<file path="config.mk">
export PLATFORM = sky130hd
export DESIGN_NAME = mfir_ctrl
export DESIGN_NICKNAME = d
export VERILOG_FILES = /design/src/design/assert_macros.svh /design/src/design/mfir_pkg.sv /design/src/design/mfir_ctrl.sv
export SDC_FILE = /design/constraint.sdc
export NUM_CORES = 1
export LEC_CHECK = 0
export BUFFER_PORTS_ARGS = -buffer_cell sky130_fd_sc_hd__buf_2
export CELL_PAD_IN_SITES_DETAIL_PLACEMENT = 1
export CELL_PAD_IN_SITES_GLOBAL_PLACEMENT = 1
export CORE_AREA = 2 2 39 41
export DETAILED_ROUTE_END_ITERATION = 8
export DIE_AREA = 0 0 41 43
export PLACE_DENSITY_LB_ADDON = 0.1
export SYNTH_ARGS = -nofsm -noshare
export SYNTH_HDL_FRONTEND = slang
export SYNTH_SLANG_ARGS = --single-unit
</file>
<file path="constraint.sdc">
create_clock -name clk -period 1.36 [get_ports clk]
set_input_delay 0.136 -clock clk [delete_from_list [all_inputs] [get_ports clk]]
set_output_delay 0.136 -clock clk [all_outputs]
set_load 0.005 [all_outputs]
</file>
<file path="src/design/assert_macros.svh">
// Assertion macros used by the top level for its concurrent checks.
// No dependencies; included by bare file name.
`ifndef ASSERT_MACROS_SVH
`define ASSERT_MACROS_SVH

// Same-cycle implication, disabled while reset is asserted.
`define ASSERT_IMPL(lbl, clk_s, rstn_s, ante, cons) \
	lbl: assert property (@(posedge clk_s) disable iff (!(rstn_s)) (ante) |-> (cons)) \
		else $error("same-cycle implication check failed");

// Next-cycle implication, disabled while reset is asserted.
`define ASSERT_NEXT(lbl, clk_s, rstn_s, ante, cons) \
	lbl: assert property (@(posedge clk_s) disable iff (!(rstn_s)) (ante) |=> (cons)) \
		else $error("next-cycle implication check failed");

`endif

</file>
<file path="src/design/mfir_pkg.sv">
// Shared types and constants for the multichannel FIR filter.
// No dependencies; imported by the controller, the datapath and the top level.
package mfir_pkg;

	// Default sizing of the filter.
	localparam int DEF_TAPS     = 256;
	localparam int DEF_CHANNELS = 2;

	// Fixed field widths.
	localparam int VAL_W = 24;
	localparam int TC_W  = 9;
	localparam int TIX_W = 8;
	localparam int MODE_W = 2;

	// Reset value of the tap count register.
	localparam logic [TC_W-1:0] TC_RESET = 9'd256;

	// Item kinds.
	localparam logic [MODE_W-1:0] MODE_SAMPLE  = 2'd0;
	localparam logic [MODE_W-1:0] MODE_COEF    = 2'd1;
	localparam logic [MODE_W-1:0] MODE_RESTART = 2'd2;

	// Q1.23 saturation limits.
	localparam logic signed [VAL_W-1:0] Q_MAX = 24'sh7FFFFF;
	localparam logic signed [VAL_W-1:0] Q_MIN = 24'sh800000;

	// Commands from the controller to the datapath.
	typedef struct packed {
		logic clear_step;
		logic accept;
		logic issue;
		logic out_load;
	} dp_cmd_t;

	// Status from the datapath to the controller.
	typedef struct packed {
		logic clear_last;
		logic sample_start;
		logic run_empty;
		logic issue_last;
		logic pipe_busy;
		logic out_free;
	} dp_sts_t;

endpackage

</file>
<file path="src/design/mfir_ctrl.sv">
// Controller state machine of the multichannel FIR filter.
// Depends on mfir_pkg for the command and status structs.
module mfir_ctrl import mfir_pkg::*; (
	input  logic    clk,
	input  logic    arst_n,
	input  logic    in_valid,
	output logic    in_stall,
	input  dp_sts_t sts,
	output dp_cmd_t cmd
);

	typedef enum logic [4:0] {
		S_CLEAR  = 5'b00001,
		S_IDLE   = 5'b00010,
		S_RUN    = 5'b00100,
		S_DRAIN  = 5'b01000,
		S_FINISH = 5'b10000
	} state_t;

	state_t state_q;
	state_t state_d;

	// Next state and command decode.
	always_comb begin
		state_d = state_q;
		cmd     = '0;
		unique case (state_q)
			S_CLEAR: begin
				cmd.clear_step = 1'b1;
				if (sts.clear_last) begin
					state_d = S_IDLE;
				end
			end
			S_IDLE: begin
				cmd.accept = in_valid;
				if (in_valid && sts.sample_start) begin
					state_d = sts.run_empty ? S_FINISH : S_RUN;
				end
			end
			S_RUN: begin
				cmd.issue = 1'b1;
				if (sts.issue_last) begin
					state_d = S_DRAIN;
				end
			end
			S_DRAIN: begin
				if (!sts.pipe_busy) begin
					state_d = S_FINISH;
				end
			end
			S_FINISH: begin
				if (sts.out_free) begin
					cmd.out_load = 1'b1;
					state_d      = S_IDLE;
				end
			end
			default: begin
				state_d = S_IDLE;
			end
		endcase
	end

	// Items are taken only while idle.
	assign in_stall = (state_q != S_IDLE);

	// State register; reset starts the coefficient clearing pass.
	always_ff @(posedge clk or negedge arst_n) begin
		if (!arst_n) begin
			state_q <= S_CLEAR;
		end else begin
			state_q <= state_d;
		end
	end

endmodule

</file>
Word-level counts from Yosys, hierarchy flattened
Index checks and enable logic that the tools add are counted.
{"block": "totals", "regBits": 5, "word_cells": 26, "output_inout_bits": 5, "inputBits": 9}
{"block": "classes", "n_eq_ne": 11, "n_reduce_logical": 2, "n_mux": 12}
{"cell": "$mux 5", "n": 6}
{"cell": "$pmux 5 s5", "n": 1}
{"cell": "$ne 2x2->1 const B", "n": 5}
{"cell": "$eq 5x1->1 const B", "n": 1}
{"cell": "$eq 5x2->1 const B", "n": 1}
{"cell": "$eq 5x3->1 const B", "n": 1}
{"cell": "$eq 5x4->1 const B", "n": 1}
{"cell": "$eq 5x5->1 const B", "n": 1}
{"cell": "$mux 1", "n": 5}
{"cell": "$ne 5x2->1 const B", "n": 1}
{"cell": "$reduce_and 5->1", "n": 1}
{"cell": "$logic_and 1x1->1", "n": 1}

Depth between registers and ports, before layout
Gate-level depths: netlist of run 1.
{"block": "logic_depth", "word_depth": 3, "ltp_mapped": 5, "mapped_depth_nobuf": 5}

Worst setup path after synthesis of run 1
Ideal clock, no wire load.
{"block": "synth_path", "kind": "register to register", "start": "reg state_q[0]", "end": "reg state_q[1]", "stages_incl_launch_ff": 5, "path_buffers": 0, "synth_period_minus_slack_ns": 1.295, "arrival_ns": 1.217, "setup_ns": 0.078, "t_required_ns": 1.282, "setup_slack_ns": 0.065, "path_cell_list": "dfstp_2 > nor2_1 > and3_4 > or3_1 > o21bai_1"}
{"block": "synth_via", "elab_chain_cells": 3, "elab_cells_between_ends": 12, "cone_classes": "eq/ne (10); mux (1); reduce/logical (1)"}
{"item": "start, declared", "line": "mfir_ctrl.sv:20", "text": "state_t state_q;"}
{"item": "start signal, assigned", "line": "mfir_ctrl.sv:71", "text": "state_q <= state_d;"}
{"item": "$eq 5x2->1, or another cell as far along", "line": "mfir_ctrl.sv:27", "text": "unique case (state_q)"}
{"item": "$ne 2x2->1 (no source line)"}
{"item": "$reduce_and 5->1 (no source line)"}
Several ways; a longest one is shown, not always the timed one.
A chain may end at the register's enable or synchronous reset.

==> qor.txt, run 1 <==
Final Wtd Congestion - 0.6820
Final critical delay including setup and external delays - 1.430 ns
Maximum clock insertion buffer count - 2
Final HPWL DP - 741.6 µm
CP cell instances - nor2_2 > and3_4 > and2_1 > buf_2
Drc violations - 0
Fraction of the yosys area taken by sequential cells - 0.4156
Average instance area after synthesis - 9.501 µm²
Cell Pwr Density - 1572 nW/µm²
Largest reg by FF count - state_q
Syn nets - 41
Critical path's largest stage delay - 0.57 ns
Final total power - 747.4 µW
Overall die area - 1763 µm²
Worst Path Max Fanout - 4
Result of the run - finished with violations
Non-filler instance count after layout - 71
Diodes inserted - 0
GR Util All Layers - 0.1342
Flip-flop count of the largest register, all copies and words added - 5
I/O Buffers - 13
Number of clock buffers inserted by TritonCTS - 3
Area after DPL - 404.1 µm²
Worst Setup Slack post-DPL - -0.01686 ns
Total number of vias - 336
Post-synth top area cell - sky130_fd_sc_hd__dfrtp_1
Initial cell density of the core - 0.2197
Wirelength per Cell - 12.90 µm
Pin count of the biggest net entering global routing - 6
Critical path capture point type - primary output
Fin crit share - 1.051
IO Pins - 14
Total leakage power - 0.2621 nW
Worst-path clk slew - 0.04 ns
Top post-synthesis cells by area - sky130_fd_sc_hd__dfrtp_1 (33%), sky130_fd_sc_hd__dfstp_2 (8.6%), sky130_fd_sc_hd__o41ai_2 (5.3%)
Worst hold slack across all endpoints - 0.05181 ns
Number of cells on the critical path - 4
Setup CP Type - flop to primary output
Largest registers - state_q: 5 flops
Floorplan die width - 41 µm
Utilization after layout - 0.3436
Sinks on the clock net - 5
Type of the tightest min-delay check - input port to flop
Cell depth of the worst hold path - 2
Max VDD drop - 0.0005003 V
Timing-limited maximum frequency - 0.6993 GHz
Register-to-Register Path Depth - 5
Area growth from synthesis to final layout - 56.38%
Count of pins over their slew limit - 0
First-pass GRT wire length - 1.407 mm
Die height - 43 µm
Count of state elements after synthesis - 5
CP delay by family, top - flip-flops
Summed negative setup slack over all endpoints - -0.2787 ns
Count of warnings emitted by yosys - 0
Post-route standard cell area excluding fillers - 475.5 µm²
Reported max-cap violation count - 0
Unrepaired setup endpoints after global routing - true
Fin Clk Skew - 0.0001405 ns
Arr. time, crit path - 1.29 ns
Worst slew margin relative to its limit - 0.8413
Final Hold Vio Count - 0
Final Setup Violations - 6
TritonCTS clock tree - done
Antenna violations before repair - 0
Number of standard-cell rows in the floorplan - 14
Core outline area - 1384 µm²
CP startpoint kind - flop
Setup slack after layout - -0.06999 ns
First DRT Iteration DRCs - 3
Final global-route overflow total - 0
Number of different library cells in the post-synthesis netlist - 23
Area share of the largest cell type after synthesis - 0.3292
Number of global-route vias before repair - 336
Length of the first detailed-routing pass in iterations - 2
Post-synthesis cell area - 304.0 µm²
Instance count after placement with tap cells included - 63
Post-detailed-route count of antenna-violating nets - 0
Required time of the worst setup path - 1.22 ns
Number of nets in the layout - 65
Detailed-route vias per instance - 4.732
Violations in the final reports - negative setup slack
Htree depth - 1
WL final - 916 µm
WP buf/inv - 1
Worst path slowest cell - sky130_fd_sc_hd__dfstp_2
Clock latency on the worst-skew pair - 0.24 ns
Clock tree root driver cell - sky130_fd_sc_hd__clkbuf_4
Least-Margin Pin Slew - 0.2355 ns
Share of post-route cells with drive strength above 1 - 0.5091
Number of instances in the synthesized netlist - 32
kinds of logic after synthesis:
kind of cell           Yosys count  share of synthesized area
AND/OR/NAND/NOR                 16                     0.3416
flip-flops                       5                     0.4157
AO/OA/AOI/OAI                    7                     0.1934
buffers and inverters            4                    0.04937
path summary, 6_finish.rpt:
| path | startpoint | endpoint | slack (ns) |
|---|---|---|---|
| max reg2reg | state_q[0] | state_q[1] | -0.04 |
| min | sts[5] | state_q[0] | 0.05 |
| min reg2reg | state_q[0] | state_q[0] | 0.59 |
| max in group asynchronous | arst_n | state_q[0] | 0.91 |
| max | state_q[0] | cmd[2] | -0.07 |
| min in group asynchronous | arst_n | state_q[2] | 0.24 |
layout make-up:
cell class | count | area, µm²
Tap cell | 16 | 20.02
Clock buffer | 4 | 26.28
Inverter | 4 | 15.01
Sequential cell | 5 | 126.4
Fill cell | 175 | 908.4
Multi-Input combinational cell | 23 | 165.2
Timing Repair Buffer | 19 | 122.6
placed cells by master, fill, tap and decap left out, types with 2 or more instances in the layout:
cell                       synthesis  final
sky130_fd_sc_hd__buf_2             0     12
sky130_fd_sc_hd__buf_4             0      4
sky130_fd_sc_hd__buf_6             0      2
sky130_fd_sc_hd__clkbuf_4          0      3
sky130_fd_sc_hd__dfrtp_1           4      4
sky130_fd_sc_hd__inv_1             3      3
sky130_fd_sc_hd__nand3b_1          2      2
sky130_fd_sc_hd__nor2_1            4      3
sky130_fd_sc_hd__nor2_2            1      2
timing repair:
item | in CTS | in global routing
gates resized for setup | 2 | 1
endpoints found under the hold margin | 5 | 0
hold buffers | 1 | 0
pin swaps | 5 | 4
endpoints found under the setup margin | 4 | 6
buffers inserted | 2 | 1
layer usage:
layer	track usage	routed length [µm]	part of all wire
met5	0	0	0
met2	0.1906	508	0.55
met1	0.1373	350	0.38
met4	0.1400	14	0.015
met3	0.04712	42	0.046
where the power goes:
group	switching (mW)	leakage [nW]	internal, mW	total (mW)
clock network	0.0597	0.0150	0.111	0.171
logic	0.166	0.185	0.194	0.360
registers	0.0324	0.0619	0.185	0.217
worst register-to-register path, cell delays in order, from the launching register on:
cell and delay, ns:
sky130_fd_sc_hd__dfstp_2 0.57, sky130_fd_sc_hd__nor3_2 0.06, sky130_fd_sc_hd__nand3b_1 0.14, sky130_fd_sc_hd__inv_2 0.06, sky130_fd_sc_hd__or3_1 0.37, sky130_fd_sc_hd__o21bai_1 0.14
synth_stat cells (all sizes together):
master / n
nor2: 5
a22oi: 1
a21oi: 1
or3: 1
a22o: 1
nor3: 1
nor2b: 1
and3: 2
dfrtp: 4
o32ai: 1
nand2: 1
o21ai: 1
nand3: 1
and4bb: 1
o41ai: 1
inv: 4
dfstp: 1
and2: 1
o21bai: 1
nand3b: 2
Note: power is estimated with default switching activity, not from simulation.
==> inputs of run 2 (changes only) <==
PLACE_DENSITY = 0.67   (was default)
PLACE_DENSITY_LB_ADDON = default   (was 0.1)
==> qor.txt, run 2 (synthesis gave the netlist of run 1 again) <==
Most common cell after layout, fill and taps aside - sky130_fd_sc_hd__buf_2
Worst slew margin relative to its limit - 0.8320
Area used by multi-input combinational logic - 165.2 µm²
Flip-flop count of the largest register, all copies and words added - 5
GR Util All Layers - 0.1038
Result of the run - finished with violations
Maximum clock insertion buffer count - 2
Detailed-route vias per instance - 4.471
Final HPWL DP - 612.2 µm
Cell depth of the worst hold path - 2
Overall die area - 1763 µm²
Required time of the worst setup path - 1.22 ns
Initial cell density of the core - 0.2197
Arr. time, crit path - 1.28 ns
Length of the first detailed-routing pass in iterations - 2
Area growth from synthesis to final layout - 55.97%
IO Pins - 14
Register-to-register setup slack - -0.02 ns
Post-detailed-route count of antenna-violating nets - 0
Worst Path Max Fanout - 4
Htree depth - 1
Unrepaired setup endpoints after global routing - true
Violations in the final reports - negative setup slack
Final Setup Violations - 4
Worst-path clk slew - 0.04 ns
Cell Pwr Density - 1587 nW/µm²
TritonCTS clock tree - done
Area used by sequential logic in the layout - 126.4 µm²
First-pass GRT wire length - 1.131 mm
Diodes inserted - 0
Reported max-cap violation count - 0
CP startpoint kind - flop
Antenna violations before repair - 0
Number of nets in the layout - 64
Clock latency on the worst-skew pair - 0.23 ns
Pin count of the biggest net entering global routing - 6
Final Hold Vio Count - 0
Wirelength per Cell - 10.51 µm
Drc violations - 0
First DRT Iteration DRCs - 3
Critical path capture point type - primary output
Share of post-route cells with drive strength above 1 - 0.5000
Total leakage power - 0.2589 nW
Timing-limited maximum frequency - 0.7054 GHz
Number of global-route vias before repair - 294
Fin crit share - 1.042
Max VDD drop - 0.0004874 V
Area after DPL - 396.6 µm²
Number of standard-cell rows in the floorplan - 14
Fin Clk Skew - 0.001390 ns
Top library cells by usage in the layout, fill and taps aside - sky130_fd_sc_hd__buf_2 (11), sky130_fd_sc_hd__nor2_1 (4), sky130_fd_sc_hd__dfrtp_1 (4)
Filler cell count in the final layout - 176
Total number of vias - 313
Clock tree root driver cell - sky130_fd_sc_hd__clkbuf_4
Final global-route overflow total - 0
Register-to-Register Path Depth - 4
Floorplan die width - 41 µm
Number of clock buffers inserted by TritonCTS - 3
Largest registers - state_q: 5 flops
Summed negative setup slack over all endpoints - -0.1093 ns
WL final - 736 µm
Setup slack after layout - -0.05771 ns
Type of the tightest min-delay check - input port to flop
Setup CP Type - flop to primary output
Post-route standard cell area excluding fillers - 474.2 µm²
I/O Buffers - 13
Core outline area - 1384 µm²
Sinks on the clock net - 5
Final critical delay including setup and external delays - 1.418 ns
Final Wtd Congestion - 0.6738
Count of pins over their slew limit - 0
Die height - 43 µm
Least-Margin Pin Slew - 0.2492 ns
Largest reg by FF count - state_q
## run 2: changes by cell type in the layout (fill, tap and decap cells not counted)
cell / delta
sky130_fd_sc_hd__buf_6: +1
sky130_fd_sc_hd__and2_1: -1
sky130_fd_sc_hd__nor2_2: -1
sky130_fd_sc_hd__and2_4: +1
sky130_fd_sc_hd__buf_4: -1
sky130_fd_sc_hd__nor2_1: +1
sky130_fd_sc_hd__buf_2: -1
## run 2: cell type report
type,count,share of cell area
Multi-Input combinational cell,23,0.3483
Sequential cell,5,0.2665
Timing Repair Buffer,18,0.2559
Clock buffer,4,0.05541
Tap cell,16,0.04222
Inverter,4,0.03166
## run 2: through the flow
stage	total power, mW	hold WS (ns)	std cells	setup slack (ns)	util
after floorplan	0.4303	-0.1596	32	0.06452	-
after global placement	0.5257	-0.04523	62	0.01888	0.2866
after detailed placement	0.5372	-0.04242	62	-0.02705	0.2866
after CTS	0.7622	0.05216	69	-0.05764	0.3373
after global routing	0.8151	0.06195	70	-0.09192	0.3427
final	0.7526	0.05654	70	-0.05771	0.3427
## run 2: per-layer routing
metal  GRT usage  vias to the layer above  share of wire
met4      0.1000                        0          0.026
met1      0.1140                      141           0.44
met5           0                        -              0
met2      0.1469                       12           0.46
met3     0.03141                        2          0.068
li1            -                      158              -
## run 2: worst paths after layout
check                            from          to
min in group asynchronous      arst_n  state_q[2]
max in group asynchronous      arst_n  state_q[0]
max reg2reg                state_q[0]  state_q[1]
min                            sts[5]  state_q[0]
min reg2reg                state_q[0]  state_q[0]
max                        state_q[0]      cmd[2]
## run 2: timing repair
action                     4_1_cts  5_1_grt
setup buffers                    2        1
hold buffers                     1        0
pin swaps                        6        4
hold endpoints to repair         5        0
gates resized for setup          4        0
setup endpoints to repair        5        6
## run 2: power by group
part / switching [mW] / total [mW] / leakage (nW) / internal [mW]
clock network: 0.0529 / 0.163 / 0.0150 / 0.110
registers: 0.0310 / 0.216 / 0.0619 / 0.185
logic: 0.163 / 0.373 / 0.182 / 0.211
total: 0.247 / 0.753 / 0.259 / 0.506
## run 2: worst max-delay path: stages (launching register included)
cell and delay (ns):
sky130_fd_sc_hd__dfstp_2 0.55, sky130_fd_sc_hd__nor2_1 0.04, sky130_fd_sc_hd__and3_4 0.19, sky130_fd_sc_hd__and2_4 0.15, sky130_fd_sc_hd__buf_6 0.10
==> inputs of run 3 (changes only) <==
PLACE_DENSITY = 0.65   (was 0.67)
clock period = 1.56 ns   (was 1.36 ns; I/O delays follow)
==> qor.txt, run 3 (synthesis gave the netlist of run 1 again) <==
Result of the run - complete, no violations
IO Pins - 14
Final Hold Vio Count - 0
Cell Pwr Density - 1411 nW/µm²
Least-Margin Pin Slew - 0.2215 ns
Register-to-Register Path Depth - 5
Number of nets in the layout - 62
Worst slew margin relative to its limit - 0.8507
Total number of vias - 336
Startpoint of the lowest-slack hold path - sts[5]
GR Util All Layers - 0.1181
Floorplan die width - 41 µm
Most common cell after layout, fill and taps aside - sky130_fd_sc_hd__buf_2
Final HPWL DP - 645.9 µm
Unrepaired setup endpoints after global routing - false
Capture point of the worst reg-to-reg path - state_q[1]
Worst-path clk slew - 0.04 ns
I/O Buffers - 13
Overall die area - 1763 µm²
Flip-flop count of the largest register, all copies and words added - 5
Share of post-route cells with drive strength above 1 - 0.4615
Clock tree root driver cell - sky130_fd_sc_hd__clkbuf_4
Clock share of power - 0.249
Timing-limited maximum frequency - 0.6863 GHz
Die height - 43 µm
Number of clock buffers inserted by TritonCTS - 3
Critical path capture point type - primary output
Cell internal pwr - 404.5 µW
Count of pins over their slew limit - 0
Cell depth of the worst hold path - 2
Detailed-route vias per instance - 4.941
CP delay by family, top - flip-flops
Htree depth - 1
Total leakage power - 0.2426 nW
Sinks on the clock net - 5
Final total power - 621.3 µW
Reported max-cap violation count - 0
# resized after CTS - 0
Hold EP - state_q[0]
First DRT Iteration DRCs - 5
Area growth from synthesis to final layout - 44.86%
WP buf/inv - 1
Initial cell density of the core - 0.2197
Final critical delay including setup and external delays - 1.457 ns
Type of the tightest min-delay check - input port to flop
Drc violations - 0
CP cell instances - nor2_1 > and3_4 > and2_1 > buf_2
Largest registers - state_q: 5 flops
Area after DPL - 389.1 µm²
Diodes inserted - 0
Wirelength per Cell - 12.82 µm
Post-detailed-route count of antenna-violating nets - 0
Number of global-route vias before repair - 322
Summed negative setup slack over all endpoints - 0 ns
Core outline area - 1384 µm²
Fin Clk Skew - 0.004835 ns
Arr. time, crit path - 1.30 ns
Max VDD drop - 0.0002659 V
Length of the first detailed-routing pass in iterations - 4
Maximum clock insertion buffer count - 2
Pin count of the biggest net entering global routing - 6
Required time of the worst setup path - 1.40 ns
Register share of total power - 0.305
TritonCTS clock tree - done
Final Wtd Congestion - 0.7220
Final Setup Violations - 0
Proportion of total power due to net switching - 0.3490
Filler cell count in the final layout - 170
Utilization after layout - 0.3183
Clock latency on the worst-skew pair - 0.25 ns
Post-route standard cell area excluding fillers - 440.4 µm²
Largest reg by FF count - state_q
Antenna violations before repair - 0
Setup CP Type - flop to primary output
Critical path's largest stage delay - 0.55 ns
Launch point of the worst reg-to-reg path - state_q[0]
Worst path slowest cell - sky130_fd_sc_hd__dfstp_2
CP startpoint kind - flop
Top library cells by usage in the layout, fill and taps aside - sky130_fd_sc_hd__buf_2 (13), sky130_fd_sc_hd__nor2_1 (4), sky130_fd_sc_hd__dfrtp_1 (4), sky130_fd_sc_hd__inv_1 (3), sky130_fd_sc_hd__clkbuf_4 (3)
Fin crit share - 0.9340
Worst Path Max Fanout - 4
Logic pwr share - 0.446
First-pass GRT wire length - 1.297 mm
Register-to-register setup slack - 0.20 ns
Net switching power of the design - 216.8 µW
Final global-route overflow total - 0
Number of standard-cell rows in the floorplan - 14
WL final - 872 µm
Number of cells on the critical path - 4
-- run 3: final cells by class --
cell class	instances	area (µm²)	area share
flip-flops and latches	5	126.4	0.2869
inverters	4	15.01	0.03409
clock buffers	4	26.28	0.05966
well taps	16	20.02	0.04545
repair buffers	16	90.09	0.2045
multi-input cells	23	162.7	0.3693
-- run 3: worst max-delay path by stage --
stage	start	endpoint	slack [ns]
after floorplan	state_q[0]	state_q[1]	0.26
after global placement	state_q[0]	state_q[1]	0.16
after detailed placement	state_q[0]	state_q[1]	0.20
after CTS	state_q[3]	cmd[1]	0.07
after global routing	state_q[3]	cmd[1]	0.04
final	state_q[0]	cmd[2]	0.10
-- run 3: per-stage QoR --
step | cells | setup WS (ns) | hold slack [ns]
after global routing | 68 | 0.04133 | 0.08074
after floorplan | 32 | 0.2645 | -0.1396
after detailed placement | 61 | 0.1973 | -0.02775
final | 68 | 0.1030 | 0.06822
after global placement | 61 | 0.1632 | -0.02558
after CTS | 66 | 0.06678 | 0.07323
-- run 3: metal layers --
layer | track usage | vias up | wire, µm
met5 | 0 | - | 0
met4 | 0.1200 | 0 | 23
met3 | 0.03141 | 4 | 30
met2 | 0.1844 | 12 | 480
met1 | 0.1111 | 166 | 338
li1 | - | 154 | -
-- run 3: repair_timing --
item / 4_1_cts / 5_1_grt
hold buffers: 1 / 0
endpoints found under the setup margin: 0 / 1
hold endpoints to repair: 5 / 0
buffers inserted: 0 / 2
-- run 3: worst register-to-register path: cells and delay by family (launching register included) --
family                 cells  cell delay, ns
AND/OR/NAND/NOR            3            0.55
AO/OA/AOI/OAI              1            0.13
flip-flops                 1            0.55
buffers and inverters      1            0.06
-- run 3: power by group through the flow --
stage               Sequential [mW]  Combinational (mW)  Clock, mW
finish                        0.189               0.277      0.155
global route                  0.193               0.311      0.161
CTS                           0.189               0.274      0.155
detailed placement            0.191               0.269          0
global placement              0.190               0.270          0
floorplan                     0.185               0.190          0
